--- config.mk ---
export PLATFORM = sky130hd
export DESIGN_NAME = awbd_queue
export DESIGN_NICKNAME = d
export VERILOG_FILES = /design/src/hdl/awbd_pkg.sv /design/src/hdl/awbd_queue.sv
export SDC_FILE = /design/constraint.sdc
export NUM_CORES = 1
export LEC_CHECK = 0
export BUFFER_PORTS_ARGS = -buffer_cell sky130_fd_sc_hd__buf_2
export CAP_MARGIN = 20
export CORE_MARGIN = 8
export CORE_UTILIZATION = 49
export CTS_BUF_LIST = sky130_fd_sc_hd__clkbuf_4 sky130_fd_sc_hd__clkbuf_8
export DETAILED_ROUTE_END_ITERATION = 10
export PLACE_DENSITY = 0.78
export REMOVE_ABC_BUFFERS = 1
export SKIP_LAST_GASP = 1
export SYNTH_ARGS = -nofsm -noshare
export SYNTH_HDL_FRONTEND = slang
export SYNTH_SLANG_ARGS = --single-unit
--- constraint.sdc ---
create_clock -name i_clk -period 4.2 [get_ports i_clk]
set_input_delay 0.21 -clock i_clk [delete_from_list [all_inputs] [get_ports i_clk]]
set_output_delay 0.21 -clock i_clk [all_outputs]
set_load 0.01 [all_outputs]
--- src/hdl/awbd_pkg.sv ---
// awbd_pkg: shared types, constants and register indexes for the box downsampler
// no dependencies
package awbd_pkg;

    localparam int DefMaxWidth  = 8192;
    localparam int DefMaxHeight = 8192;

    localparam int CfgIdxW = 2;
    localparam int CfgDataW = 14;
    localparam logic [CfgIdxW-1:0] CFG_ALPHA_MODE   = 2'd0;
    localparam logic [CfgIdxW-1:0] CFG_SCALE_SHIFT  = 2'd1;
    localparam logic [CfgIdxW-1:0] CFG_IMAGE_WIDTH  = 2'd2;
    localparam logic [CfgIdxW-1:0] CFG_IMAGE_HEIGHT = 2'd3;

    localparam int SumW  = 20;
    localparam int ASumW = 12;

    // one finished block handed from accumulation to the divide unit
    typedef struct packed {
        logic             alpha_mode;
        logic [4:0]       count;
        logic [SumW-1:0]  sum_r;
        logic [SumW-1:0]  sum_g;
        logic [SumW-1:0]  sum_b;
        logic [ASumW-1:0] sum_a;
        logic             last;
    } t_block;

    typedef struct packed {
        logic [7:0] red;
        logic [7:0] green;
        logic [7:0] blue;
        logic [7:0] alpha;
        logic       last;
    } t_pix;

endpackage

--- src/hdl/awbd_queue.sv ---
// awbd_queue: two-entry queue of finished blocks between front and divide unit
// depends on awbd_pkg
module awbd_queue
    import awbd_pkg::*;
(
    input  logic   i_clk,
    input  logic   i_rst_n,
    input  logic   i_push,
    input  t_block i_data,
    output logic   o_free,
    output logic   o_valid,
    input  logic   i_pop,
    output t_block o_data
);
    t_block r_mem [2];
    logic r_wp, r_rp;
    logic [1:0] r_cnt;

    assign o_valid = (r_cnt != 2'd0);
    // room kept for one block already in flight in the front
    assign o_free = (r_cnt == 2'd0);
    assign o_data = r_mem[r_rp];

    always_ff @(posedge i_clk) begin
        if (!i_rst_n) begin
            r_wp <= 1'b0;
            r_rp <= 1'b0;
            r_cnt <= '0;
        end else begin
            if (i_push) begin
                r_wp <= ~r_wp;
            end
            if (i_pop) begin
                r_rp <= ~r_rp;
            end
            r_cnt <= r_cnt + 2'(i_push) - 2'(i_pop);
        end
        if (i_push) begin
            r_mem[r_wp] <= i_data;
        end
    end
endmodule

# After elaboration in Yosys (flattened, before gate mapping)
# Memory sizes are Yosys's and may differ from the RTL's. A register that Yosys moved wholly into a read port is not among the register bits.
# Cells that the tools add are included.
dict set report word_totals {
  reg_bits 4
  mem_bits_rw 158
  in_bits 83
  out_inout_bits 81
  memories 1
}
dict set report classes {
  addsub 2
  n_mux 4
  n_bitwise 2
  reduce_logical 2
}
# memory depth word_bits rd rd_ports_with_merged_regs write_ports line_no
set mem_list {}
lappend mem_list {r_mem 2 79 1 1 1 awbd_queue.sv:15} ;# t_block r_mem [2];
# op n
set op_table {}
lappend op_table {{1-bit 2-to-1 mux} 4}
lappend op_table {{2-bit by 1-bit adder with 2-bit output} 1}
lappend op_table {{2-bit logical NOT} 1}
lappend op_table {{1-bit inverter} 2}
lappend op_table {{2-bit nonzero test} 1}
lappend op_table {{2-bit by 1-bit subtractor with 2-bit output} 1}

# Depth between registers and ports, before layout
# Gate-level depths: netlist (run 1).
dict set report depth {
  ltp_word 3
  ltp_mapped 6
  depth_no_buf 6
}

# Worst setup path after synthesis (run 1)
# OpenSTA, ideal clock, no wires.
dict set report synth_timing {
  path_type {register -> register}
  start {register r_wp}
  end {memory r_mem[0][0] in the netlist's numbering (enable)}
  setup_time_ns 0.527
  arrival_time_ns 3.828
  required_time_ns 3.673
  path_slack_ns -0.155
  stages_incl_launch_ff 2
  n_path_buf 0
  path_cell_list {dfxtp_1 > nor2b_1}
}
# element line_no
set synth_rtl {}
lappend synth_rtl {{start: declaration} awbd_queue.sv:16} ;# logic r_wp, r_rp;
lappend synth_rtl {{start signal: assignment} awbd_queue.sv:31} ;# r_wp <= ~r_wp;
lappend synth_rtl {{end: declaration} awbd_queue.sv:15}
# No word-level cell before the write port.

==> impl_metrics.py, run 1 <==
metrics = {
    "outcome": {
        "status": "finished clean",
    },
    "floorplan": {
        "initial_core_util_pct": 49.8,
        "placementRows": 40,
        "x_dimension_of_the_die_um": 126,
        "die_y_um": 126,
        "die-area_um2": 16000,
        "design.portCount": 164,
        "core_region_area_um2": 12000,
    },
    "critical_path": {
        "crit_fanout": 56,
        "timing.critical_path.to_type": "output pin",
        "setup.reg_to_reg.worst_slack_ns": 2.32,
        "worstReg2RegEnd": "r_mem[0][4]",
        "critical_path_class": "register to output pin",
        "cp.required_ns": 3.99,
        "crit_path_launch_type": "register",
        "r2r_cells": 2,
        "origin_of_the_critical_flop_to_flop_path": "r_wp",
        "critical_path_arrival_ns": 1.91,
    },
    "power_and_ir_drop": {
        "max-vdd-ir-drop_mv": 0.300,
        "p_per_area_nw_per_um2": 416,
        "p_leak_nw": 3.12,
    },
    "synthesis": {
        "synth_top_cell_area_share_pct": 79.6,
        "syn-cell-area_um2": 5960,
        "synth-seq-area-share_pct": 81.3,
        "postSynthCellCount": 267,
        "synth_adder_area_share_pct": 0.420,
        "synth_area_in_compound_gates_pct": 0.126,
        "number_of_distinct_library_cells_after_synthesis": 14,
        "post-synth-top-area-cell": "edfxtp_1",
        "post_synth_and_or_nand_nor_area_fraction_pct": 0.840,
        "largest_family_of_logic_cells_by_synthesized_area": "multiplexers",
        "yosysWarningCount": 0,
        "netlist_top_cells_area": "edfxtp_1 80%, mux2_2 13%, mux2_4 2.5%, dfxtp_1 1.7%, buf_6 0.57%",
        "synth-xor-area-share_pct": 0.525,
        "ys_ff_latch": 163,
        "proportion_of_synthesized_area_in_mux_cells_pct": 15.6,
        "avgSynthCellArea_um2": 22.3,
    },
    "timing": {
        "grt_setup_unrepaired": "false",
        "final_hold_viol_count": 0,
        "achievable-frequency_ghz": 0.472,
        "layout_min_cycle_time_ns": 2.12,
        "tns_ns": 0,
        "max_slew.worst_pin.slew_ns": 1.06,
        "timing.final.crit_share_pct": 50.4,
        "hold_slack_ns": 0.132,
        "timing.clock.skew_ns": 0.0114,
        "timing.final.max_slew_violations": 0,
        "setup_viol": 0,
        "maxSlewHeadroom_pct": 29.1,
    },
    "detailed_routing": {
        "postRouteAntennaNets": 0,
        "vias_per_cell": 4.89,
        "drt_pass1_iterations": 4,
        "drt_first_iter_violations": 228,
        "drcViolationCount": 0,
        "detailroute.via_count": 3342,
        "detail_route.wl_per_cell_um": 17.6,
        "drt_wl_total_um": 12000,
    },
    "global_routing": {
        "antenna_found_initial": 0,
        "vias_in_the_first_global_route": 3791,
        "grt_overflow": 0,
        "grt_max_degree": 80,
        "grtUsageTotal_pct": 15.2,
        "grt_pass1_wl_um": 18900,
    },
    "placed_design": {
        "portBuffers": 163,
        "gpl.final_weighted_congestion": 0.686,
        "sum_of_net_half_perimeters_after_detailed_placement_um": 7320,
    },
    "hold_path": {
        "worst_hold_start": "i_pop",
        "hold-path-cell-count": 3,
        "worst_hold_path_type": "primary input to register",
    },
    "cells_and_area": {
        "most_common_cell_after_layout_fill_and_taps_aside": "buf_2",
        "finish.net_count": 608,
        "drive_gt1_share_pct": 52.4,
        "num-fill-cells": 793,
        "final_cell_mix": "163 x buf_2, 158 x edfxtp_1, 80 x dlygate4sd3_1",
        "antennaDiodeCount": 0,
        "flow.area_growth_from_synthesis_pct": 36.9,
    },
    "clocking": {
        "clock-sinks": 163,
        "clk_latency_ns": 0.44,
        "clock_path_buffers": 2,
        "h-tree-depth": 4,
        "cts.root.buffer_cell": "clkbuf_8",
        "post_cts_buffers": 0,
        "worst_setup_hold_path_clk_slew_ns": 0.07,
        "cts_buffers": 17,
        "clock_tree_from_tritoncts": "done",
    },
    "run": {
        "max-cap-violations": 0,
    },
}
worst max-delay path by stage:
stage | startpoint | cells past startpoint | to | slack (ns)
final | register | 3 | o_data[3] | 2.08
after detailed placement | i_push | 3 | r_mem[0][60] | 2.24
after global placement | i_push | 3 | r_mem[0][10] | 2.25
after global routing | register | 3 | o_data[4] | 1.99
after floorplan | r_wp | 1 | r_mem[0][0] | -0.15
after CTS | register | 2 | o_data[39] | 1.78
state kept, by name, indices dropped and copies added (netlist names), named ones only:
signal,flops
r_cnt,2
r_mem,158
r_wp,1
r_rp,1
worst max-delay path, cell delays in order, from the launching register on:
cell,delay (ns)
dfxtp_4,0.58
buf_16,0.34
mux2_2,0.39
buf_2,0.14
metal layers:
layer | global-route usage (%) | wire length (um) | vias to the layer above | part of all wire, %
li1 | - | - | 1557 | -
met1 | 16.3 | 4890 | 1648 | 41
met2 | 26.3 | 6060 | 122 | 50
met3 | 5.95 | 904 | 15 | 7.5
met4 | 6.02 | 172 | 0 | 1.4
met5 | 0 | 0 | - | 0
kinds of logic after synthesis:
logic type,count (synthesis)
adders and majority gates,2
and+or+nand+nor,8
muxes,79
xor gates and xnor gates,2
AOI/OAI and AO/OA,1
buffers and inverters,12
DFF,163
synth_stat cells (all sizes together):
cell    count
nor2b       3
and2        4
ha          2
or2         1
xnor3       1
inv         3
edfxtp    158
buf         9
o21a        1
dfxtp       5
xor2        1
mux2       79
cell type report:
type                    count  area, um2  share of cell area (%)
clock buffers              23        292                    3.57
repair buffers            246       1690                    20.7
clock inverters             9       82.6                    1.01
multi-input cells          92       1050                    12.9
well taps                 147        184                    2.25
inverters                   3       11.3                   0.138
flip-flops and latches    163       4850                    59.4
what timing repair did:
action	in CTS	in global routing
hold buffers	80	0
gates resized for setup	0	0
hold endpoints to repair	159	0
power by group:
| part | total [mW] | switching (mW) | internal, mW | leakage, nW |
|---|---|---|---|---|
| Sequential | 1.91 | 0.0305 | 1.88 | 1.53 |
| Clock | 1.04 | 0.522 | 0.523 | 0.182 |
| Combinational | 0.445 | 0.204 | 0.242 | 1.42 |
per-stage QoR:
step                      total power [mW]  setup slack, ns  util, %  cell area [um2]  cells
after CTS                             3.44             1.78     67.8             8110    681
after detailed placement              2.33             2.24     57.9             6930    569
after global placement                2.32             2.25     57.9             6930    569
after floorplan                       2.16           -0.155        -             5900    258
after global routing                  3.53             1.99     68.2             8160    683
final                                 3.40             2.08     68.2             8160    683
(Power assumes the default switching activity.)
==> run 2, diff against run 1 <==
--- a/config.mk
+++ b/config.mk
@@ -8,10 +8,10 @@
 export BUFFER_PORTS_ARGS = -buffer_cell sky130_fd_sc_hd__buf_2
 export CAP_MARGIN = 20
 export CORE_MARGIN = 8
-export CORE_UTILIZATION = 49
+export CORE_UTILIZATION = 54
 export CTS_BUF_LIST = sky130_fd_sc_hd__clkbuf_4 sky130_fd_sc_hd__clkbuf_8
 export DETAILED_ROUTE_END_ITERATION = 10
-export PLACE_DENSITY = 0.78
+export PLACE_DENSITY = 0.82
 export REMOVE_ABC_BUFFERS = 1
 export SKIP_LAST_GASP = 1
 export SYNTH_ARGS = -nofsm -noshare
==> constraint.sdc (replaced) <==
create_clock -name i_clk -period 2 [get_ports i_clk]
set_input_delay 0.1 -clock i_clk [delete_from_list [all_inputs] [get_ports i_clk]]
set_output_delay 0.1 -clock i_clk [all_outputs]
set_load 0.01 [all_outputs]
==> impl_metrics.py, run 2 (synthesized netlist as in run 1, its figures left out) <==
metrics = {
    "outcome": {
        "status": "finished clean",
    },
    "critical_path": {
        "critical_path_class": "register to output pin",
        "timing.critical_path.to_type": "output pin",
        "cp.required_ns": 1.90,
        "crit_fanout": 41,
        "crit_path_launch_type": "register",
        "r2r_cells": 2,
        "critical_path_arrival_ns": 1.60,
    },
    "cells_and_area": {
        "largest_register_ff_count": 158,
        "drive_gt1_share_pct": 52.8,
        "final_cells": 682,
        "antennaDiodeCount": 0,
        "finish.net_count": 614,
        "utilization_pct": 76.8,
        "num-fill-cells": 610,
        "max_flop_register": "r_mem",
        "largest_registers": "r_mem: 158 flops, r_cnt: 2 flops",
        "flow.area_growth_from_synthesis_pct": 39.0,
        "final_cell_mix": "163 x buf_2, 158 x edfxtp_1, 81 x dlygate4sd3_1",
        "most_common_cell_after_layout_fill_and_taps_aside": "buf_2",
    },
    "power_and_ir_drop": {
        "switchingPower_mw": 1.64,
        "p_total_mw": 7.61,
        "clkPwrFrac_pct": 34.7,
        "max-vdd-ir-drop_mv": 0.507,
        "p_per_area_nw_per_um2": 918,
        "seq_power_share_pct": 52.5,
        "p_leak_nw": 3.20,
        "p_int_mw": 5.96,
        "combPwrFrac_pct": 12.8,
        "swShare_pct": 21.6,
    },
    "clocking": {
        "cts.root.buffer_cell": "clkbuf_8",
        "clock-sinks": 163,
        "post_cts_buffers": 0,
        "h-tree-depth": 4,
        "clock_tree_from_tritoncts": "done",
        "clk_latency_ns": 0.43,
        "worst_setup_hold_path_clk_slew_ns": 0.09,
        "clock_path_buffers": 2,
        "cts_buffers": 17,
    },
    "timing": {
        "timing.clock.skew_ns": 0.0124,
        "hold_slack_ns": 0.0428,
        "final_hold_viol_count": 0,
        "maxSlewHeadroom_pct": 72.7,
        "achievable-frequency_ghz": 0.587,
        "timing.final.crit_share_pct": 85.1,
        "max_slew.worst_pin.slew_ns": 0.409,
        "setup_viol": 0,
        "layout_min_cycle_time_ns": 1.70,
        "grt_setup_unrepaired": "false",
        "timing.final.max_slew_violations": 0,
    },
    "floorplan": {
        "die-area_um2": 14700,
        "core_region_area_um2": 10800,
        "x_dimension_of_the_die_um": 121,
        "placementRows": 38,
        "die_y_um": 121,
        "initial_core_util_pct": 55.2,
        "design.portCount": 164,
    },
    "global_routing": {
        "vias_in_the_first_global_route": 3826,
        "grt_util_met1_pct": 18.4,
        "grt_overflow": 0,
        "global_route.usage.met3_pct": 7.21,
        "grtUsageTotal_pct": 17.9,
        "antenna_found_initial": 0,
        "globalRoute.busiestLayer": "met2",
        "grt_pass1_wl_um": 19900,
        "grt_max_degree": 61,
        "grt_use_met2_pct": 32.0,
    },
    "hold_path": {
        "worst_hold_path_type": "primary input to register",
        "hold-path-cell-count": 3,
    },
    "run": {
        "max-cap-violations": 0,
    },
    "detailed_routing": {
        "vias_per_cell": 4.95,
        "detail_route.wl_per_cell_um": 18.8,
        "drt_wl_total_um": 12800,
        "postRouteAntennaNets": 0,
        "detailroute.via_count": 3373,
        "drt_pass1_iterations": 4,
        "drt_first_iter_violations": 238,
        "drcViolationCount": 0,
    },
    "placed_design": {
        "portBuffers": 163,
        "gpl.final_weighted_congestion": 0.691,
        "place_inst": 569,
        "sum_of_net_half_perimeters_after_detailed_placement_um": 7620,
    },
}
-- run 2: cell count changes in the layout (fill, tap and decap cells not counted) --
cell / before / now
buf_4: 0 / 4
clkbuf_4: 4 / 0
clkinv_4: 0 / 4
buf_12: 1 / 4
bufinv_16: 1 / 4
clkinvlp_4: 5 / 2
buf_16: 2 / 0
clkbuf_8: 19 / 21
clkinv_2: 3 / 1
dlygate4sd3_1: 80 / 81
-- run 2: worst paths after layout --
path,start,end,slack [ns]
max,register,o_data[67],0.30
min,i_push,r_wp,0.04
max reg2reg,r_wp,r_mem[1][44],0.50
min reg2reg,r_rp,register,0.58
-- run 2: critical path, cell delays in order, from the launching register on --
cell     delay, ns
dfxtp_4       0.38
buf_12        0.24
mux2_2        0.38
buf_2         0.14
-- run 2: area by class of cell --
cell class	count	area [um2]	area share, %
Clock buffer	21	289	3.49
Clock inverter	11	175	2.11
Inverter	3	11.3	0.136
Multi-Input combinational cell	92	1050	12.7
Sequential cell	163	4850	58.5
Tap cell	140	175	2.11
Timing Repair Buffer	252	1740	21.0
-- run 2: routing by layer --
layer  part of all wire [%]  routed length [um]
met5                      0                   0
met4                    1.9                 248
met3                    8.3                1070
met2                     54                6910
met1                     36                4610
-- run 2: repair_timing --
item,in CTS,in global routing
resized for setup,0,0
hold endpoints to repair,163,0
hold buffers,81,0
-- run 2: through the flow --
stage / setup WS [ns] / TNS [ns] / area [um2]
after CTS: 0.268 / 0 / 8290
after floorplan: -2.35 / -291.90 / 5900
after global placement: 0.576 / 0 / 7010
final: 0.297 / 0 / 8290
after global routing: 0.223 / 0 / 8290
after detailed placement: 0.537 / 0 / 7010
-- run 2: power by group through the flow --
stage	clock network (mW)	registers (mW)	logic (mW)
5_1_grt	2.84	4.01	1.05
2_1_floorplan	0	4.11	0.429
4_1_cts	2.68	3.99	0.975
3_3_place_gp	0	4.05	0.824
6_report	2.64	3.99	0.974
3_5_place_dp	0	4.07	0.844
==> run 3, diff against run 2 <==
--- a/config.mk
+++ b/config.mk
@@ -12,7 +12,6 @@
 export CTS_BUF_LIST = sky130_fd_sc_hd__clkbuf_4 sky130_fd_sc_hd__clkbuf_8
 export DETAILED_ROUTE_END_ITERATION = 10
 export PLACE_DENSITY = 0.82
-export REMOVE_ABC_BUFFERS = 1
 export SKIP_LAST_GASP = 1
 export SYNTH_ARGS = -nofsm -noshare
 export SYNTH_HDL_FRONTEND = slang
==> impl_metrics.py, run 3 (synthesized netlist as in run 1, its figures left out) <==
metrics = {
    "outcome": {
        "status": "finished clean",
    },
    "clocking": {
        "clk_latency_ns": 0.43,
        "post_cts_buffers": 0,
        "clock_path_buffers": 2,
        "worst_setup_hold_path_clk_slew_ns": 0.08,
        "clock_tree_from_tritoncts": "done",
        "cts.root.buffer_cell": "clkbuf_8",
        "clock-sinks": 163,
        "h-tree-depth": 4,
        "cts_buffers": 17,
    },
    "critical_path": {
        "critical_path_arrival_ns": 1.78,
        "crit_path_launch_type": "register",
        "cp.required_ns": 1.90,
        "crit_fanout": 79,
        "critical_path_class": "register to output pin",
        "timing.critical_path.to_type": "output pin",
    },
    "timing": {
        "final_hold_viol_count": 0,
        "maxSlewHeadroom_pct": 65.3,
        "achievable-frequency_ghz": 0.532,
        "layout_min_cycle_time_ns": 1.88,
        "setup_viol": 0,
        "timing.final.max_slew_violations": 0,
        "grt_setup_unrepaired": "false",
        "max_slew.worst_pin.slew_ns": 0.521,
        "timing.final.crit_share_pct": 94.0,
        "timing.clock.skew_ns": 0.0173,
        "final_setup_slack_of_the_worst_path_ns": 0.121,
        "tns_ns": 0,
        "hold_slack_ns": 0.0225,
    },
    "detailed_routing": {
        "drt_wl_total_um": 12600,
        "postRouteAntennaNets": 0,
        "drt_pass1_iterations": 4,
        "drt_first_iter_violations": 238,
        "drcViolationCount": 0,
        "detailroute.via_count": 3323,
        "vias_per_cell": 4.89,
        "detail_route.wl_per_cell_um": 18.6,
    },
    "global_routing": {
        "grt_overflow": 0,
        "grtUsageTotal_pct": 17.4,
        "vias_in_the_first_global_route": 3768,
        "antenna_found_initial": 0,
        "grt_pass1_wl_um": 19600,
        "grt_max_degree": 80,
    },
    "cells_and_area": {
        "largest_register_ff_count": 158,
        "flow.area_growth_from_synthesis_pct": 37.3,
        "utilization_pct": 75.9,
        "final_cell_mix": "163 x buf_2, 158 x edfxtp_1, 80 x dlygate4sd3_1",
        "antennaDiodeCount": 0,
        "drive_gt1_share_pct": 52.3,
        "most_common_cell_after_layout_fill_and_taps_aside": "buf_2",
        "num-fill-cells": 612,
        "finish.net_count": 611,
        "largest_registers": "r_mem: 158 flops, r_cnt: 2 flops",
        "max_flop_register": "r_mem",
    },
    "power_and_ir_drop": {
        "seq_power_share_pct": 55.0,
        "max-vdd-ir-drop_mv": 0.631,
        "swShare_pct": 22.7,
        "p_per_area_nw_per_um2": 886,
        "p_int_mw": 5.61,
        "p_total_mw": 7.25,
        "combPwrFrac_pct": 13.3,
        "switchingPower_mw": 1.65,
        "p_leak_nw": 3.14,
        "clkPwrFrac_pct": 31.7,
    },
    "synthesis": {
        "synth_nets": 352,
    },
    "placed_design": {
        "pre_cts_ws_ns": 0.558,
        "sum_of_net_half_perimeters_after_detailed_placement_um": 7710,
        "portBuffers": 163,
        "gpl.final_weighted_congestion": 0.697,
    },
    "floorplan": {
        "die-area_um2": 14700,
        "die_y_um": 121,
        "design.portCount": 164,
        "placementRows": 38,
        "initial_core_util_pct": 55.2,
        "core_region_area_um2": 10800,
        "x_dimension_of_the_die_um": 121,
    },
    "hold_path": {
        "worst_hold_path_type": "primary input to register",
    },
    "run": {
        "max-cap-violations": 0,
    },
}
run 3: changes by cell type in the layout (fill, tap and decap cells not counted), sizes merged:
| cell | delta |
|---|---|
| buf | -2 |
| bufinv | -2 |
| clkbuf | -1 |
| clkinv | -1 |
| clkinvlp | +2 |
| dlygate4sd3 | -1 |
| inv | +2 |
run 3: routing by layer:
| layer | GRT usage, % | part of all wire, % |
|---|---|---|
| met1 | 19.1 | 39 |
| met2 | 30.4 | 53 |
| met3 | 7.26 | 7.9 |
| met4 | 4.84 | 0.56 |
| met5 | 0 | 0 |
run 3: what timing repair did:
item | in CTS | in global routing
endpoints found under the hold margin | 163 | 0
resized for setup | 0 | 0
hold buffers | 80 | 0
run 3: final timing paths:
check | endpoint | slack (ns) | cells after the start | startpoint
worst max register to register | r_mem[1][64] | 0.58 | 2 | r_wp
worst min-delay path | register | 0.02 | 3 | i_pop
worst max-delay path | o_data[3] | 0.12 | 3 | register
worst min register to register | register | 0.57 | 2 | r_rp
run 3: per-stage QoR:
| step | cell area (um2) | instances |
|---|---|---|
| final | 8190 | 679 |
| after CTS | 8190 | 679 |
| after detailed placement | 7000 | 567 |
| after global placement | 7000 | 567 |
| after global routing | 8190 | 679 |
| after floorplan | 5970 | 267 |
run 3: layout make-up:
cell class	instances	area (um2)	area share, %
clock buffer	20	256	3.13
clock inverter	12	133	1.62
inverter	3	11.3	0.138
multi-input combinational	92	1050	12.8
sequential	163	4850	59.2
tap	140	175	2.14
timing repair buffer	249	1710	20.9
run 3: power groups by stage:
| stage | Clock [mW] | Combinational [mW] | Sequential [mW] |
|---|---|---|---|
| floorplan | 0 | 0.483 | 4.05 |
| global placement | 0 | 0.821 | 4.05 |
| detailed placement | 0 | 0.841 | 4.07 |
| CTS | 2.34 | 0.967 | 3.99 |
| global route | 2.48 | 1.04 | 4.00 |
| finish | 2.30 | 0.963 | 3.99 |
run 3: worst max-delay path, stage by stage, from the launching register on:
cell and delay, ns:
dfxtp_4 0.35, buf_12 0.32, mux2_2 0.42, buf_2 0.15
