**config.mk**
```make
export PLATFORM = sky130hd
export DESIGN_NAME = awbd_back
export DESIGN_NICKNAME = d
export VERILOG_FILES = /design/src/hdl/awbd_pkg.sv /design/src/hdl/awbd_back.sv
export SDC_FILE = /design/constraint.sdc
export NUM_CORES = 1
export LEC_CHECK = 0
export BUFFER_PORTS_ARGS = -buffer_cell sky130_fd_sc_hd__buf_4
export CELL_PAD_IN_SITES_DETAIL_PLACEMENT = 2
export CELL_PAD_IN_SITES_GLOBAL_PLACEMENT = 2
export CORE_MARGIN = 1.5
export CORE_UTILIZATION = 38
export CTS_BUF_LIST = sky130_fd_sc_hd__clkbuf_8
export CTS_CLUSTER_DIAMETER = 30
export DETAILED_ROUTE_END_ITERATION = 6
export GPL_TIMING_DRIVEN = 0
export PLACE_DENSITY = 0.87
export SYNTH_ARGS = -nofsm -noshare
export SYNTH_HDL_FRONTEND = slang
export SYNTH_SLANG_ARGS = --single-unit
```
**constraint.sdc**
```tcl
create_clock -name i_clk -period 3.8 [get_ports i_clk]
set_input_delay 0.76 -clock i_clk [delete_from_list [all_inputs] [get_ports i_clk]]
set_output_delay 0.76 -clock i_clk [all_outputs]
set_load 0.01 [all_outputs]
```
**src/hdl/awbd_pkg.sv**
```systemverilog
// awbd_pkg: shared types, constants and register indexes for the box downsampler
// no dependencies
package awbd_pkg;

    localparam int DefMaxWidth  = 8192;
    localparam int DefMaxHeight = 8192;

    localparam int CfgIdxW = 2;
    localparam int CfgDataW = 14;
    localparam logic [CfgIdxW-1:0] CFG_ALPHA_MODE   = 2'd0;
    localparam logic [CfgIdxW-1:0] CFG_SCALE_SHIFT  = 2'd1;
    localparam logic [CfgIdxW-1:0] CFG_IMAGE_WIDTH  = 2'd2;
    localparam logic [CfgIdxW-1:0] CFG_IMAGE_HEIGHT = 2'd3;

    localparam int SumW  = 20;
    localparam int ASumW = 12;

    // one finished block handed from accumulation to the divide unit
    typedef struct packed {
        logic             alpha_mode;
        logic [4:0]       count;
        logic [SumW-1:0]  sum_r;
        logic [SumW-1:0]  sum_g;
        logic [SumW-1:0]  sum_b;
        logic [ASumW-1:0] sum_a;
        logic             last;
    } t_block;

    typedef struct packed {
        logic [7:0] red;
        logic [7:0] green;
        logic [7:0] blue;
        logic [7:0] alpha;
        logic       last;
    } t_pix;

endpackage

```
**src/hdl/awbd_back.sv**
```systemverilog
// awbd_back: restoring divider turning block sums into averaged output words
// depends on awbd_pkg
module awbd_back
    import awbd_pkg::*;
(
    input  logic   i_clk,
    input  logic   i_rst_n,
    input  logic   i_valid,
    output logic   o_pop,
    input  t_block i_blk,
    output logic   o_valid,
    input  logic   i_ready,
    output t_pix   o_pix
);
    localparam int NumW = SumW + 1;

    typedef enum logic [1:0] {S_IDLE, S_LOAD, S_DIV, S_OUT} t_state;

    t_state r_state;
    t_block r_blk;
    logic [1:0] r_ch;
    logic [4:0] r_bit;
    logic [NumW-1:0] r_num, r_rem;
    logic [ASumW-1:0] r_den;
    logic [NumW-1:0] r_q;
    logic [7:0] r_red, r_green, r_blue;
    t_pix r_pix;
    logic r_valid;

    assign o_pop = (r_state == S_IDLE) && i_valid;
    assign o_valid = r_valid;
    assign o_pix = r_pix;

    // finished word moves to the output register once it is free
    logic out_load;
    assign out_load = (r_state == S_OUT) && (r_ch == 2'd3) && (!r_valid || i_ready);

    // numerator and divisor for the current channel
    logic [NumW-1:0] num;
    logic [ASumW-1:0] den;
    always_comb begin
        if (r_blk.alpha_mode && r_ch != 2'd3) begin
            den = r_blk.sum_a;
        end else begin
            den = ASumW'(r_blk.count);
        end
        case (r_ch)
            2'd0: num = NumW'(r_blk.sum_r);
            2'd1: num = NumW'(r_blk.sum_g);
            2'd2: num = NumW'(r_blk.sum_b);
            default: num = NumW'(r_blk.sum_a);
        endcase
        num = num + NumW'(den >> 1);
    end

    logic [NumW-1:0] trial;
    assign trial = {r_rem[NumW-2:0], r_num[NumW-1]};

    always_ff @(posedge i_clk) begin
        if (!i_rst_n) begin
            r_state <= S_IDLE;
            r_valid <= 1'b0;
        end else begin
            if (out_load) begin
                r_valid <= 1'b1;
            end else if (r_valid && i_ready) begin
                r_valid <= 1'b0;
            end
            case (r_state)
                S_IDLE: begin
                    if (i_valid) begin
                        r_blk <= i_blk;
                        r_ch <= 2'd0;
                        r_state <= S_LOAD;
                    end
                end
                S_LOAD: begin
                    r_num <= num;
                    r_den <= den;
                    r_rem <= '0;
                    r_q <= '0;
                    r_bit <= 5'(NumW - 1);
                    r_state <= S_DIV;
                end
                S_DIV: begin
                    // one quotient bit a cycle
                    r_num <= r_num << 1;
                    if (trial >= NumW'(r_den)) begin
                        r_rem <= trial - NumW'(r_den);
                        r_q <= {r_q[NumW-2:0], 1'b1};
                    end else begin
                        r_rem <= trial;
                        r_q <= {r_q[NumW-2:0], 1'b0};
                    end
                    if (r_bit == 5'd0) begin
                        r_state <= S_OUT;
                    end else begin
                        r_bit <= r_bit - 5'd1;
                    end
                end
                S_OUT: begin
                    case (r_ch)
                        2'd0: r_red <= (r_den == '0) ? 8'd0 : r_q[7:0];
                        2'd1: r_green <= (r_den == '0) ? 8'd0 : r_q[7:0];
                        2'd2: r_blue <= (r_den == '0) ? 8'd0 : r_q[7:0];
                        default: ;
                    endcase
                    if (r_ch == 2'd3) begin
                        if (out_load) begin
                            r_pix.red <= r_red;
                            r_pix.green <= r_green;
                            r_pix.blue <= r_blue;
                            r_pix.alpha <= r_blk.alpha_mode ? r_q[7:0] : 8'd0;
                            r_pix.last <= r_blk.last;
                            r_state <= S_IDLE;
                        end
                    end else begin
                        r_ch <= r_ch + 2'd1;
                        r_state <= S_LOAD;
                    end
                end
                default: r_state <= S_IDLE;
            endcase
        end
    end
endmodule

```
**Word-level counts from Yosys, hierarchy flattened**

Cells that the tools add are included.

- Output and inout bits: 35
- Input port bits: 83
- Logic and storage cells: 84
- Bits in registers: 207

- Add/sub/neg operators: 4
- Reduce and logical (&&, ||, !) cells: 24
- Order comparisons: 1
- Equality and inequality tests: 12
- Mux-type cells: 20

Operator list:

| kind | count |
|---|---|
| case mux 20 bit (3 select lines) | 1 |
| case mux 21 bit (2 select lines) | 1 |
| case mux 20 bit (2 select lines) | 1 |
| adder 21 x 11 -> 21 bit | 1 |
| greater-or-equal comparator 21 x 12 -> 1 bit | 1 |
| two-way mux 20 bit | 1 |
| subtractor 20 x 12 -> 20 bit | 1 |
| AND reduction 3 bit | 6 |
| case mux 8 bit (2 select lines) | 1 |
| logical NOT 12 bit | 1 |
| two-way mux 12 bit | 1 |
| two-way mux 2 bit | 6 |
| != test 2 bit (second input constant) | 5 |
| case mux 5 bit (2 select lines) | 1 |
| == test 2 bit (second input constant) | 4 |
| two-way mux 8 bit | 1 |
| case mux 2 bit (4 select lines) | 1 |
| AND reduction 4 bit | 2 |
| nonzero test 2 bit | 3 |
| logical AND 1 bit | 5 |
| logical NOT 5 bit | 1 |
| two-way mux 5 bit | 1 |
| subtractor 5 x 1 -> 5 bit (second input constant) | 1 |
| == test 2 x 1 -> 1 bit (second input constant) | 2 |
| other kinds (8) | 12 |

**Depth between registers and ports, before layout**

Gate-level depths: netlist of the first run.

- Depth after elaboration: 6
- Depth in mapped cells: 15
- Mapped depth without buffers: 13

**Least setup slack after synthesis of the first run**

Ideal clock, no wire load.

- Path type: reg-to-reg
- From: reg r_ch[0]
- To: reg r_num[14], data pin
- Buffers on the path: 3
- Setup time: 0.259 ns
- Arrival time: 3.642 ns
- Slack: -0.101 ns
- Data required time: 3.541 ns
- Clock period less this slack: 3.901 ns
- Cell stages (with the launch flop): 15
- Path through: edfxtp_1 > ha_1 > clkbuf_1 > clkbuf_1 > clkbuf_1 > mux2i_1 > ha_1 > inv_1 > fa_1 > nand2b_1 > a21oi_1 > o211ai_1 > a21oi_1 > a2111oi_0 > a211o_1

- Longest elaborated chain between the ends: 5
- Elaborated cells between the ends (all ways): 9
- Classes of those cells: 1 x add/sub; 3 x eq/ne; 3 x mux; 2 x reduce/logical

RTL lines:

| element | RTL line | text |
|---|---|---|
| start: declaration | awbd_back.sv:21 | `logic [1:0] r_ch;` |
| start signal: assignment | awbd_back.sv:118 | `r_ch <= r_ch + 2'd1;` |
| != test 2 bit | awbd_back.sv:42 | `if (r_blk.alpha_mode && r_ch != 2'd3) begin` |
| logical AND 1 bit | awbd_back.sv:42 |  |
| two-way mux 12 bit | awbd_back.sv:42 |  |
| adder 21 x 11 -> 21 bit (*) | awbd_back.sv:53 | `num = num + NumW'(den >> 1);` |
| case mux 21 bit (2 select lines) (*) | awbd_back.sv:69 | `case (r_state)` |
| end signal: assignment | awbd_back.sv:78 | `r_num <= num;` |
| end signal: assignment | awbd_back.sv:87 | `r_num <= r_num << 1;` |
| end: declaration | awbd_back.sv:23 | `logic [NumW-1:0] r_num, r_rem;` |

Every way passes the cells marked *; elsewhere a longest branch is shown, timed or not.
A chain may end at the register's enable or synchronous reset.

**Final worst setup path of the first run**

- From: reg r_ch[0]
- To: reg r_num[15], data pin

The elaborated chain is that of the path after synthesis.

==> metrics.md, run 1 <==
| Metric | Value |
|---|---|
| Status | `finished with violations` |
| Failing checks | `design-rule violations` |
| Hold WC Path Type | `input pin to register` |
| Tmin final | `between 3 and 4 ns` |
| Wirelength, routed | `31000 µm` |
| Grt ovf | `0` |
| Die ar. | `about 0.025 mm²` |
| Async S/R FF share, synth | `0%` |
| Data required, critical path | `4.13 ns` |
| Die Span X | `approximately 160 µm` |
| Post-synth cell types | `slightly above 60` |
| Most frequent cells in the layout | `edfxtp_1, buf_4, clkbuf_8` |
| Per-cell routed wire length | `~25 µm` |
| Reg power frac | `35.5%` |
| Gate power share | `27.5%` |
| Final setup viols | `0` |
| Synth Cell Area | `slightly above 0.009 mm²` |
| CTS tree | `yes` |
| Yosys warns | `0` |
| Layout cells sized above 1 | `about 28%` |
| VDD IR max | `around 0.00046 V` |
| Largest net degree at the start of global routing | `78` |
| Total net switching power | `roughly 0.0031 W` |
| M3 GR Usage | `~4.9%` |
| Most common cell after layout, fill and taps aside | `edfxtp_1` |
| Final hold vios | `0` |
| Pwr per Cell Area | `around 770 mW/mm²` |
| Met1 Track Usage GR | `between 20% and 30%` |
| Routed vias | `6774` |
| Worst-Skew Late Latency | `just over 0.6 ns` |
| Clock transition at path regs | `0.06 ns` |
| Setup CP Type | `register to register` |
| FF+latch area | `between 0.006 and 0.007 mm²` |
| Prevailing post-synth register cell | `edfxtp_1` |
| GP Congestion | `between 0.8 and 0.9` |
| Syn_nets | `between 700 and 800` |
| Startpoint types | `register` |
| Leakage power | `~4.5 nW` |
| Vias in the first global route | `between 7000 and 8000` |
| Hold WS | `~0.33 ns` |
| Final Max Tran Viols | `0` |
| Worst Path Arrival | `between 4 and 5 ns` |
| First-pass GRT wire length | `around 47000 µm` |
| Cell count after synthesis | `around 700` |
| Core box area | `0.0242 mm²` |
| P_int | `a little over 0.006 W` |
| # fillers | `2243` |
| Number of hold buffers added after cts | `0` |
| Initial antenna violation count | `0` |
| Clock power frac | `between 30% and 40%` |
| RSZ-0062 raised after global routing | `true` |
| Initial Util | `~38%` |
| Met2 Track Usage GR | `between 40% and 50%` |
| Layout area overhead | `30.1%` |
| Final Cycle Share | `99.0%` |
| Hpwl dp | `slightly below 20000 µm` |
| Skew final | `~0.047 ns` |
| Port Buffer Count | `117` |
| Root Buffer | `clkbuf_8` |
| GRT Overall Usage | `between 20% and 30%` |
| Antenna-violating nets left | `0` |
| Ports | `between 100 and 150` |
| Fmax | `roughly 0.27 GHz` |
| Avg Inst Size Synth | `13.6 µm²` |
| Endpoint type of the worst setup path | `register` |
| Nets | `just under 1000` |
| Clk sinks | `207` |
| Yosys reg bits | `~210` |
| Pre-Repair DR Iteration Count | `7` |
| Layout Cells excl Fill | `approximately 1200` |
| Least-Margin Pin Slew | `about 1.0 ns` |
| Chip height | `about 160 µm` |
| Max Cap Viol | `0` |
| Vias per inst | `between 5 and 6` |
| CTS H-tree lvls | `2` |
| Detailed-route DRC error count | `2` |
| Row Count | `57` |
| EDFF count, synth | `204` |
| Slew HR | `a little under a third` |
| Sw frac | `33.6%` |
| Dpl cells | `about 1100` |
| Area of the multi-input gates | `~0.0029 mm²` |
| Ant diodes | `0` |
| CP Max Fanout | `10` |
| Most Crowded Layer GR | `met2` |
| Seq/Total Area, Yosys | `66.6%` |
| CTS buffer count | `52` |
| Max clock buf depth | `3` |
| Iteration-0 DRC count of the detailed router | `477` |
## worst max-delay path: stages (launching register included)
cell      delay, ns
edfxtp_1       0.43
inv_1          0.10
ha_2           0.22
buf_8          0.15
buf_12         0.15
a222oi_1       0.35
mux2i_1        0.16
ha_1           0.42
o21ai_0        0.23
nor2_1         0.25
a31oi_2        0.17
a211o_2        0.44
o21a_1         0.21
a211o_1        0.24
## timing repair
action,in CTS,in global routing
pin swaps,2,6
setup buffers,4,3
resized for setup,17,15
endpoints found under the setup margin,18,10
## worst paths after layout
check              end  cells past startpoint  slack (ns)       from
max          r_num[15]                     13        0.04    r_ch[0]
min          r_blk[15]                      1        0.33  i_blk[15]
max reg2reg  r_num[15]                     13        0.04    r_ch[0]
min reg2reg  o_pix[10]                      0        0.42  r_blue[1]
## Yosys cell counts, types with 2 or more instances
| cell | n | area (µm²) |
|---|---|---|
| nor3_1 | 16 | 80.1 |
| o41ai_1 | 2 | 17.5 |
| ha_1 | 33 | 413 |
| o221ai_1 | 2 | 17.5 |
| a211o_1 | 4 | 35.0 |
| dfxtp_1 | 3 | 60.1 |
| o21ai_0 | 25 | 125 |
| clkbuf_1 | 17 | 63.8 |
| a211oi_1 | 6 | 45.0 |
| edfxtp_1 | 204 | 6130 |
| nor2b_1 | 8 | 50.1 |
| xnor2_1 | 9 | 78.8 |
| o22ai_1 | 2 | 12.5 |
| mux2i_1 | 18 | 180 |
| nand4_1 | 2 | 12.5 |
| buf_6 | 2 | 22.5 |
| or2_2 | 2 | 12.5 |
| nand2b_1 | 11 | 68.8 |
| a21boi_0 | 2 | 15.0 |
| nor3b_1 | 2 | 15.0 |
| or3_1 | 6 | 37.5 |
| a222oi_1 | 20 | 200 |
| nand3_1 | 9 | 45.0 |
| nor2_1 | 32 | 120 |
| o21a_1 | 8 | 60.1 |
| inv_1 | 39 | 146 |
| and2_1 | 36 | 225 |
| and3_1 | 7 | 43.8 |
| a21oi_1 | 35 | 175 |
| mux2_2 | 6 | 67.6 |
| xor2_1 | 6 | 52.6 |
| nand2_1 | 48 | 180 |
| o31ai_1 | 7 | 52.6 |
| a21o_1 | 4 | 30.0 |
| o21bai_1 | 2 | 15.0 |
| o211ai_1 | 6 | 45.0 |
| fa_1 | 2 | 40.0 |
| nor4_1 | 8 | 50.1 |
| a31oi_1 | 2 | 12.5 |
| or4_1 | 7 | 52.6 |
## sequential cells by signal (all words and copies together), names as in the netlist, 5 cells and up
register  cells
r_blk        79
r_blue        8
r_green       8
o_pix        33
r_bit         5
r_q           8
r_den        12
r_red         8
r_num        21
r_rem        20
## cell families after synthesis
logic type               Yosys count  synth area share (%)
flip-flops                       207                  66.6
AND/OR/NAND/NOR                  200                  11.4
AO/OA/AOI/OAI                    138                  10.3
buffers and inverters             62                  2.72
adder cells (fa/ha/maj)           35                  4.87
multiplexers                      24                  2.67
XOR/XNOR                          15                  1.41
## layout make-up
class	count	area share (%)
flip-flops and latches	207	51.2
inverters	40	1.24
repair buffers	126	8.10
clock buffers	52	5.92
clock inverters	45	4.80
well taps	324	3.35
multi-input cells	412	24.3
plain buffers	19	1.10
## power by group through the flow
| stage | clock, W | combinational (W) | sequential (W) |
|---|---|---|---|
| 5_1_grt | 0.00360 | 0.00277 | 0.00333 |
| 3_3_place_gp | 0 | 0.00208 | 0.00329 |
| 6_report | 0.00345 | 0.00256 | 0.00330 |
| 4_1_cts | 0.00350 | 0.00248 | 0.00330 |
| 3_5_place_dp | 0 | 0.00231 | 0.00331 |
| 2_1_floorplan | 0 | 0.00153 | 0.00323 |
## per-stage QoR
| stage | total power, W | util [%] | setup WS (ns) | setup TNS, ns | area, µm² |
|---|---|---|---|---|---|
| finish | 0.00932 | 50.0 | 0.0397 | 0 | 12100 |
| global route | 0.00970 | 50.0 | -0.0608 | -0.256 | 12100 |
| CTS | 0.00928 | 49.7 | 0.00716 | 0 | 12000 |
| detailed placement | 0.00562 | 44.0 | -1.18 | -11.57 | 10600 |
| global placement | 0.00537 | 43.8 | -0.994 | -35.73 | 10600 |
| floorplan | 0.00476 | - | 0.0829 | 0 | 9290 |
## layer usage
| layer | part of all wire, % | vias to the layer above |
|---|---|---|
| met1 | 37 | 3445 |
| met5 | 0 | - |
| li1 | - | 2984 |
| met4 | 5.1 | 0 |
| met3 | 4.2 | 102 |
| met2 | 54 | 243 |
Power figures use the tool's default switching activity.
==> inputs of run 2 (changes only) <==
Settings changed: CORE_UTILIZATION 38 to 45, PLACE_DENSITY 0.87 to 0.95.
Clock period 3.8 ns to 4.5 ns, I/O delays scaled along.
==> metrics.md, run 2 (synthesis gave the netlist of run 1 again) <==
| Metric | Value |
|---|---|
| Worst R2R Path Depth | `13 (unchanged)` |
| Vias in the first global route | `8377 (was 7918)` |
| FF+latch area | `0.00619 mm² (unchanged)` |
| Port Buffer Count | `117 (unchanged)` |
| Status | `finished with violations (unchanged)` |
| Final Cycle Share | `103% (was 99.0%)` |
| Wirelength, routed | `42800 µm (was 31000 µm)` |
| Tmin final | `4.65 ns (was 3.76 ns)` |
| Per-cell routed wire length | `37.5 µm (was 25.3 µm)` |
| Die ar. | `0.0215 mm² (was 0.0254 mm²)` |
| Worst-Skew Late Latency | `0.60 ns (was 0.61 ns)` |
| Hpwl dp | `22200 µm (was 19700 µm)` |
| GP Congestion | `0.841 (was 0.846)` |
| GRT Overall Usage | `36.2% (was 24.5%)` |
| Initial antenna violation count | `1 (was 0)` |
| Max Cap Viol | `0 (unchanged)` |
| Hold WS | `0.419 ns (was 0.326 ns)` |
| Routed vias | `7674 (was 6774)` |
| CTS H-tree lvls | `2 (unchanged)` |
| Layout area overhead | `23.4% (was 30.1%)` |
| Worst Hold Depth | `0 (was 1)` |
| Most frequent cells in the layout | `edfxtp_1, buf_4, nand2_1 (was edfxtp_1, buf_4, clkbuf_8)` |
| Root Buffer | `clkbuf_8 (unchanged)` |
| Nets | `963 (was 976)` |
| Final Max Tran Viols | `0 (unchanged)` |
| First-pass GRT wire length | `56600 µm (was 47100 µm)` |
| Slew HR | `27.9% (was 32.0%)` |
| Top reg by flops | `r_blk (unchanged)` |
| Largest net degree at the start of global routing | `78 (unchanged)` |
| Max clock buf depth | `3 (unchanged)` |
| Pre-Repair DR Iteration Count | `6 (was 7)` |
| Least-Margin Pin Slew | `1.08 ns (was 1.02 ns)` |
| Reg-to-reg startpoint | `r_ch[0] (unchanged)` |
| Setup CP Type | `register to register (unchanged)` |
| Worst Path Arrival | `4.98 ns (was 4.09 ns)` |
| Skew final | `0.0631 ns (was 0.0473 ns)` |
| Worst R2R End | `r_num[17] (was r_num[15])` |
| Iteration-0 DRC count of the detailed router | `953 (was 477)` |
| CTS tree | `yes (unchanged)` |
| Initial Util | `45.9% (was 38.4%)` |
| Hold Crit Start | `r_green[6] (was i_blk[15])` |
| Antenna-violating nets left | `0 (unchanged)` |
| Failing checks | `negative setup slack (was design-rule violations)` |
| Number of hold buffers added after cts | `0 (unchanged)` |
| Clk sinks | `207 (unchanged)` |
| Data required, critical path | `4.83 ns (was 4.13 ns)` |
| Clock transition at path regs | `0.07 ns (was 0.06 ns)` |
| CP Max Fanout | `10 (unchanged)` |
| Worst Hold Endpoint | `o_pix[23] (was r_blk[15])` |
| Chip height | `147 µm (was 159 µm)` |
| Dpl ws | `-0.825 ns (was -1.18 ns)` |
| Leakage power | `4.27 nW (was 4.51 nW)` |
| Grt ovf | `0 (unchanged)` |
| Final setup viols | `8 (was 0)` |
| # fillers | `1816 (was 2243)` |
| Reg2reg setup slack | `-0.15 ns (was 0.04 ns)` |
| Endpoint type of the worst setup path | `register (unchanged)` |
| Most common cell after layout, fill and taps aside | `edfxtp_1 (unchanged)` |
| Ant diodes | `0 (unchanged)` |
| Final worst setup slack | `-0.153 ns (was 0.0397 ns)` |
| VDD IR max | `0.000308 V (was 0.000464 V)` |
| Max reg flops | `79 (unchanged)` |
| Row Count | `52 (was 57)` |
| Core box area | `0.0202 mm² (was 0.0242 mm²)` |
| Fmax | `0.215 GHz (was 0.266 GHz)` |
| Detailed-route DRC error count | `0 (was 2)` |
| Startpoint types | `register (unchanged)` |
| Pwr per Cell Area | `654 mW/mm² (was 771 mW/mm²)` |
| Final hold vios | `0 (unchanged)` |
| Hold WC Path Type | `register to register (was input pin to register)` |
| Vias per inst | `6.73 (was 5.53)` |
| CTS buffer count | `43 (was 52)` |
| Area of the multi-input gates | `0.00291 mm² (was 0.00294 mm²)` |
| Ports | `118 (unchanged)` |
| Die Span X | `147 µm (was 159 µm)` |
| Layout cells sized above 1 | `24.1% (was 27.7%)` |
[run 2: cell count changes in the layout (fill, tap and decap cells not counted), sizes merged]
| cell | change |
|---|---|
| clkbuf | -6 |
| clkinvlp | -6 |
| buf | -5 |
| bufinv | -10 |
| inv | -4 |
| clkinv | +1 |
[run 2: timing repair]
action / 4_1_cts / 5_1_grt
pin swaps: 2 / 2
gates resized for setup: 14 / 9
setup buffers: 2 / 0
endpoints found under the setup margin: 17 / 7
[run 2: critical path, stage by stage, from the launching register on]
cell	delay, ns
edfxtp_1	0.51
ha_1	0.33
clkbuf_4	0.24
nor2b_4	0.23
clkbuf_4	0.29
mux2i_2	0.35
inv_1	0.17
ha_1	0.36
a211oi_1	0.42
nor2_1	0.19
a31oi_2	0.36
a211o_2	0.32
nor3_1	0.10
o41ai_1	0.48
[run 2: metal layers]
layer  track usage [%]  share of wire, %  routed length (µm)
met1              38.0                34               14600
met2              64.8                50               21300
met3              7.86               7.6                3240
met4              25.2               8.5                3640
met5                 0                 0                   0
[run 2: how the worst max path moves through the flow]
stage / startpoint / to / slack, ns / cells past startpoint
floorplan: r_ch[0] / r_num[14] / 0.60 / 14
CTS: r_ch[0] / r_num[14] / 0.02 / 14
global placement: r_ch[0] / r_num[14] / -0.36 / 14
global route: r_ch[0] / r_num[17] / -0.12 / 13
finish: r_ch[0] / r_num[17] / -0.15 / 13
detailed placement: r_ch[0] / r_num[14] / -0.83 / 14
[run 2: area by class of cell]
| type | count | area share (%) |
|---|---|---|
| Sequential cell | 207 | 53.9 |
| Multi-Input combinational cell | 412 | 25.4 |
| Timing Repair Buffer | 122 | 8.33 |
| Clock buffer | 45 | 5.40 |
| Tap cell | 270 | 2.95 |
| Clock inverter | 26 | 1.73 |
| Inverter | 40 | 1.31 |
| Buffer | 19 | 0.960 |
[run 2: stage by stage]
stage	instances	area (µm²)	setup TNS [ns]	total power, W	util [%]
2_1_floorplan	681	9290	0	0.00402	-
3_3_place_gp	1068	10500	-1.02	0.00449	51.9
3_5_place_dp	1071	10600	-4.42	0.00483	52.3
4_1_cts	1141	11400	0	0.00716	56.5
5_1_grt	1141	11500	-0.374	0.00759	56.7
6_report	1141	11500	-0.515	0.00750	56.7
[run 2: power by group]
part / total (W) / internal (W) / leakage, nW / switching (W)
sequential: 0.00286 / 0.00260 / 1.90 / 0.000260
combinational: 0.00250 / 0.000749 / 1.92 / 0.00175
clock: 0.00215 / 0.00110 / 0.450 / 0.00105
==> inputs of run 3 (changes only) <==
Settings changed: SETUP_SLACK_MARGIN set to 0.5.
==> metrics.md, run 3 (synthesis gave the netlist of run 1 again) <==
| Metric | Value |
|---|---|
| Status | `finished with violations (unchanged)` |
| Failing checks | `design-rule violations (was negative setup slack)` |
| Core box area | `0.0202 mm² (unchanged)` |
| Hpwl dp | `22200 µm (unchanged)` |
| Fmax | `0.227 GHz (was 0.215 GHz)` |
| Die ar. | `0.0215 mm² (unchanged)` |
| Detailed-route DRC error count | `4 (was 0)` |
| Reg2reg setup slack | `0.09 ns (was -0.15 ns)` |
| Max Cap Viol | `0 (unchanged)` |
| Final Cycle Share | `97.9% (was 103%)` |
| Routed vias | `8234 (was 7674)` |
| Final Power | `0.00801 W (was 0.00750 W)` |
| CP startpoint | `r_ch[0] (unchanged)` |
| Final core utilization | `58.7% (was 56.7%)` |
| Layout cells sized above 1 | `28.2% (was 24.1%)` |
| Leakage power | `4.42 nW (was 4.27 nW)` |
| Layout area overhead | `27.8% (was 23.4%)` |
| CTS tree | `yes (unchanged)` |
| Port Buffer Count | `117 (unchanged)` |
| Worst Hold Depth | `0 (unchanged)` |
| Max reg flops | `79 (unchanged)` |
| GP Congestion | `0.841 (unchanged)` |
| Worst R2R Path Depth | `14 (was 13)` |
| Most frequent cells in the layout | `edfxtp_1, buf_4, clkbuf_8 (was edfxtp_1, buf_4, nand2_1)` |
| Ports | `118 (unchanged)` |
| CP max stage delay | `0.55 ns (was 0.51 ns)` |
| Vias per inst | `7.07 (was 6.73)` |
| Top reg by flops | `r_blk (unchanged)` |
| GRT Overall Usage | `42.5% (was 36.2%)` |
| Hold Crit Start | `r_blue[0] (was r_green[6])` |
| Most Crowded Layer GR | `met2 (unchanged)` |
| Initial Util | `45.9% (unchanged)` |
| Max clock buf depth | `3 (unchanged)` |
| RSZ-0062 raised after global routing | `true` |
| Setup CP Type | `register to register (unchanged)` |
| VDD IR max | `0.000316 V (was 0.000308 V)` |
| Clk sinks | `207 (unchanged)` |
| Row Count | `52 (unchanged)` |
| Slowest CP cell | `edfxtp_1 (unchanged)` |
| Data required, critical path | `4.84 ns (was 4.83 ns)` |
| Hold WC Path Type | `register to register (unchanged)` |
| Crit-path cells | `inv_2 > ha_4 > buf_12 > clkbuf_16 > a222oi_1 > mux2i_1 > ha_4 > a21oi_1 > o21ai_0 > nor2_1 > a21oi_2 > buf_4 > nand2b_1 > a221o_1 (was ha_1 > clkbuf_4 > nor2b_4 > clkbuf_4 > mux2i_2 > inv_1 > ha_1 > a211oi_1 > nor2_1 > a31oi_2 > a211o_2 > nor3_1 > o41ai_1)` |
| Chip height | `147 µm (unchanged)` |
| Initial antenna violation count | `5 (was 1)` |
| Met2 Track Usage GR | `73.9% (was 64.8%)` |
| Largest net degree at the start of global routing | `78 (unchanged)` |
| Die Span X | `147 µm (unchanged)` |
| Nets | `983 (was 963)` |
| Met1 Track Usage GR | `46.0% (was 38.0%)` |
| Reg-to-reg startpoint | `r_ch[0] (unchanged)` |
| CTS H-tree lvls | `2 (unchanged)` |
| Clock transition at path regs | `0.08 ns (was 0.07 ns)` |
| Least-Margin Pin Slew | `1.04 ns (was 1.08 ns)` |
| Final hold vios | `0 (unchanged)` |
| Tmin final | `4.41 ns (was 4.65 ns)` |
| Vias in the first global route | `8584 (was 8377)` |
| CP Max Fanout | `6 (was 10)` |
| Root Buffer | `clkbuf_8 (unchanged)` |
| Slew HR | `30.8% (was 27.9%)` |
| Worst Hold Endpoint | `o_pix[9] (was o_pix[23])` |
| # fillers | `1813 (was 1816)` |
| M3 GR Usage | `10.1% (was 7.86%)` |
| Skew final | `0.0504 ns (was 0.0631 ns)` |
| Iteration-0 DRC count of the detailed router | `1136 (was 953)` |
| Critical Path Most Common Cell | `ha_4` |
| Worst R2R End | `r_num[18] (was r_num[17])` |
| Startpoint types | `register (unchanged)` |
| CTS buffer count | `43 (unchanged)` |
| Pre-Repair DR Iteration Count | `7 (was 6)` |
| Per-cell routed wire length | `43.2 µm (was 37.5 µm)` |
| Grt ovf | `0 (unchanged)` |
| Endpoint type of the worst setup path | `register (unchanged)` |
| Worst-Skew Late Latency | `0.60 ns (about the same)` |
| Final Max Tran Viols | `0 (unchanged)` |
| Antenna-violating nets left | `0 (unchanged)` |
| Pwr per Cell Area | `675 mW/mm² (was 654 mW/mm²)` |
| First-pass GRT wire length | `64000 µm (was 56600 µm)` |
| Wirelength, routed | `50300 µm (was 42800 µm)` |
| Worst Path Arrival | `4.74 ns (was 4.98 ns)` |
| Most common cell after layout, fill and taps aside | `edfxtp_1 (unchanged)` |
| Final setup viols | `0 (was 8)` |
[run 3: changes by cell type in the layout (fill, tap and decap cells not counted), sizes merged]
cell    delta
clkbuf     +3
diode      +3
buf       +17
[run 3: how the worst max path moves through the flow]
| stage | cells past startpoint | endpoint | slack (ns) |
|---|---|---|---|
| 2_1_floorplan | 14 | r_num[14] | 0.60 |
| 4_1_cts | 16 | r_num[18] | 0.50 |
| 5_1_grt | 13 | r_num[19] | 0.15 |
| 3_3_place_gp | 14 | r_num[14] | -0.36 |
| 3_5_place_dp | 14 | r_num[14] | -0.83 |
| 6_report | 14 | r_num[18] | 0.09 |
[run 3: area by class of cell]
| class | count | area [µm²] | share of cell area, % |
|---|---|---|---|
| Sequential cell | 207 | 6190 | 52.1 |
| Multi-Input combinational cell | 412 | 3070 | 25.9 |
| Inverter | 40 | 150 | 1.26 |
| Buffer | 22 | 200 | 1.69 |
| Tap cell | 270 | 338 | 2.84 |
| Antenna cell | 3 | 7.51 | 0.0632 |
| Clock buffer | 45 | 619 | 5.21 |
| Clock inverter | 26 | 199 | 1.67 |
| Timing Repair Buffer | 139 | 1100 | 9.30 |
[run 3: layer usage]
metal | routed length, µm | share of wire (%) | vias to the layer above
li1 | - | - | 2983
met1 | 16200 | 32 | 4054
met2 | 23400 | 47 | 811
met3 | 5040 | 10 | 382
met4 | 5610 | 11 | 4
met5 | 29 | 0.058 | -
[run 3: worst max-delay path, delay by kind of cell, from the launching register on]
| kind | cells | cell delay, ns |
|---|---|---|
| buf+inv | 4 | 0.61 |
| mux | 1 | 0.27 |
| flops | 1 | 0.55 |
| compound gates | 5 | 1.82 |
| fa+ha+maj | 2 | 0.60 |
| simple gates | 2 | 0.29 |
[run 3: through the flow]
| stage | cells | hold WS (ns) | TNS, ns | cell area (µm²) | setup WS [ns] |
|---|---|---|---|---|---|
| after floorplan | 681 | 0.400 | 0 | 9290 | 0.599 |
| after global placement | 1068 | 0.403 | -1.02 | 10500 | -0.359 |
| after detailed placement | 1071 | 0.412 | -4.42 | 10600 | -0.825 |
| after CTS | 1149 | 0.418 | 0 | 11700 | 0.505 |
| after global routing | 1162 | 0.435 | 0 | 11900 | 0.154 |
| final | 1164 | 0.431 | 0 | 11900 | 0.0944 |
[run 3: power by group]
group          switching (W)  internal [W]
clock                0.00111       0.00110
sequential          0.000288       0.00260
combinational        0.00200      0.000914
total                0.00340       0.00461
[run 3: timing repair]
action,in CTS,in global routing
gates cloned,0,2
setup endpoints to repair,19,14
pin swaps,7,13
hold buffers,0,0
setup buffers,7,10
resized for setup,49,23
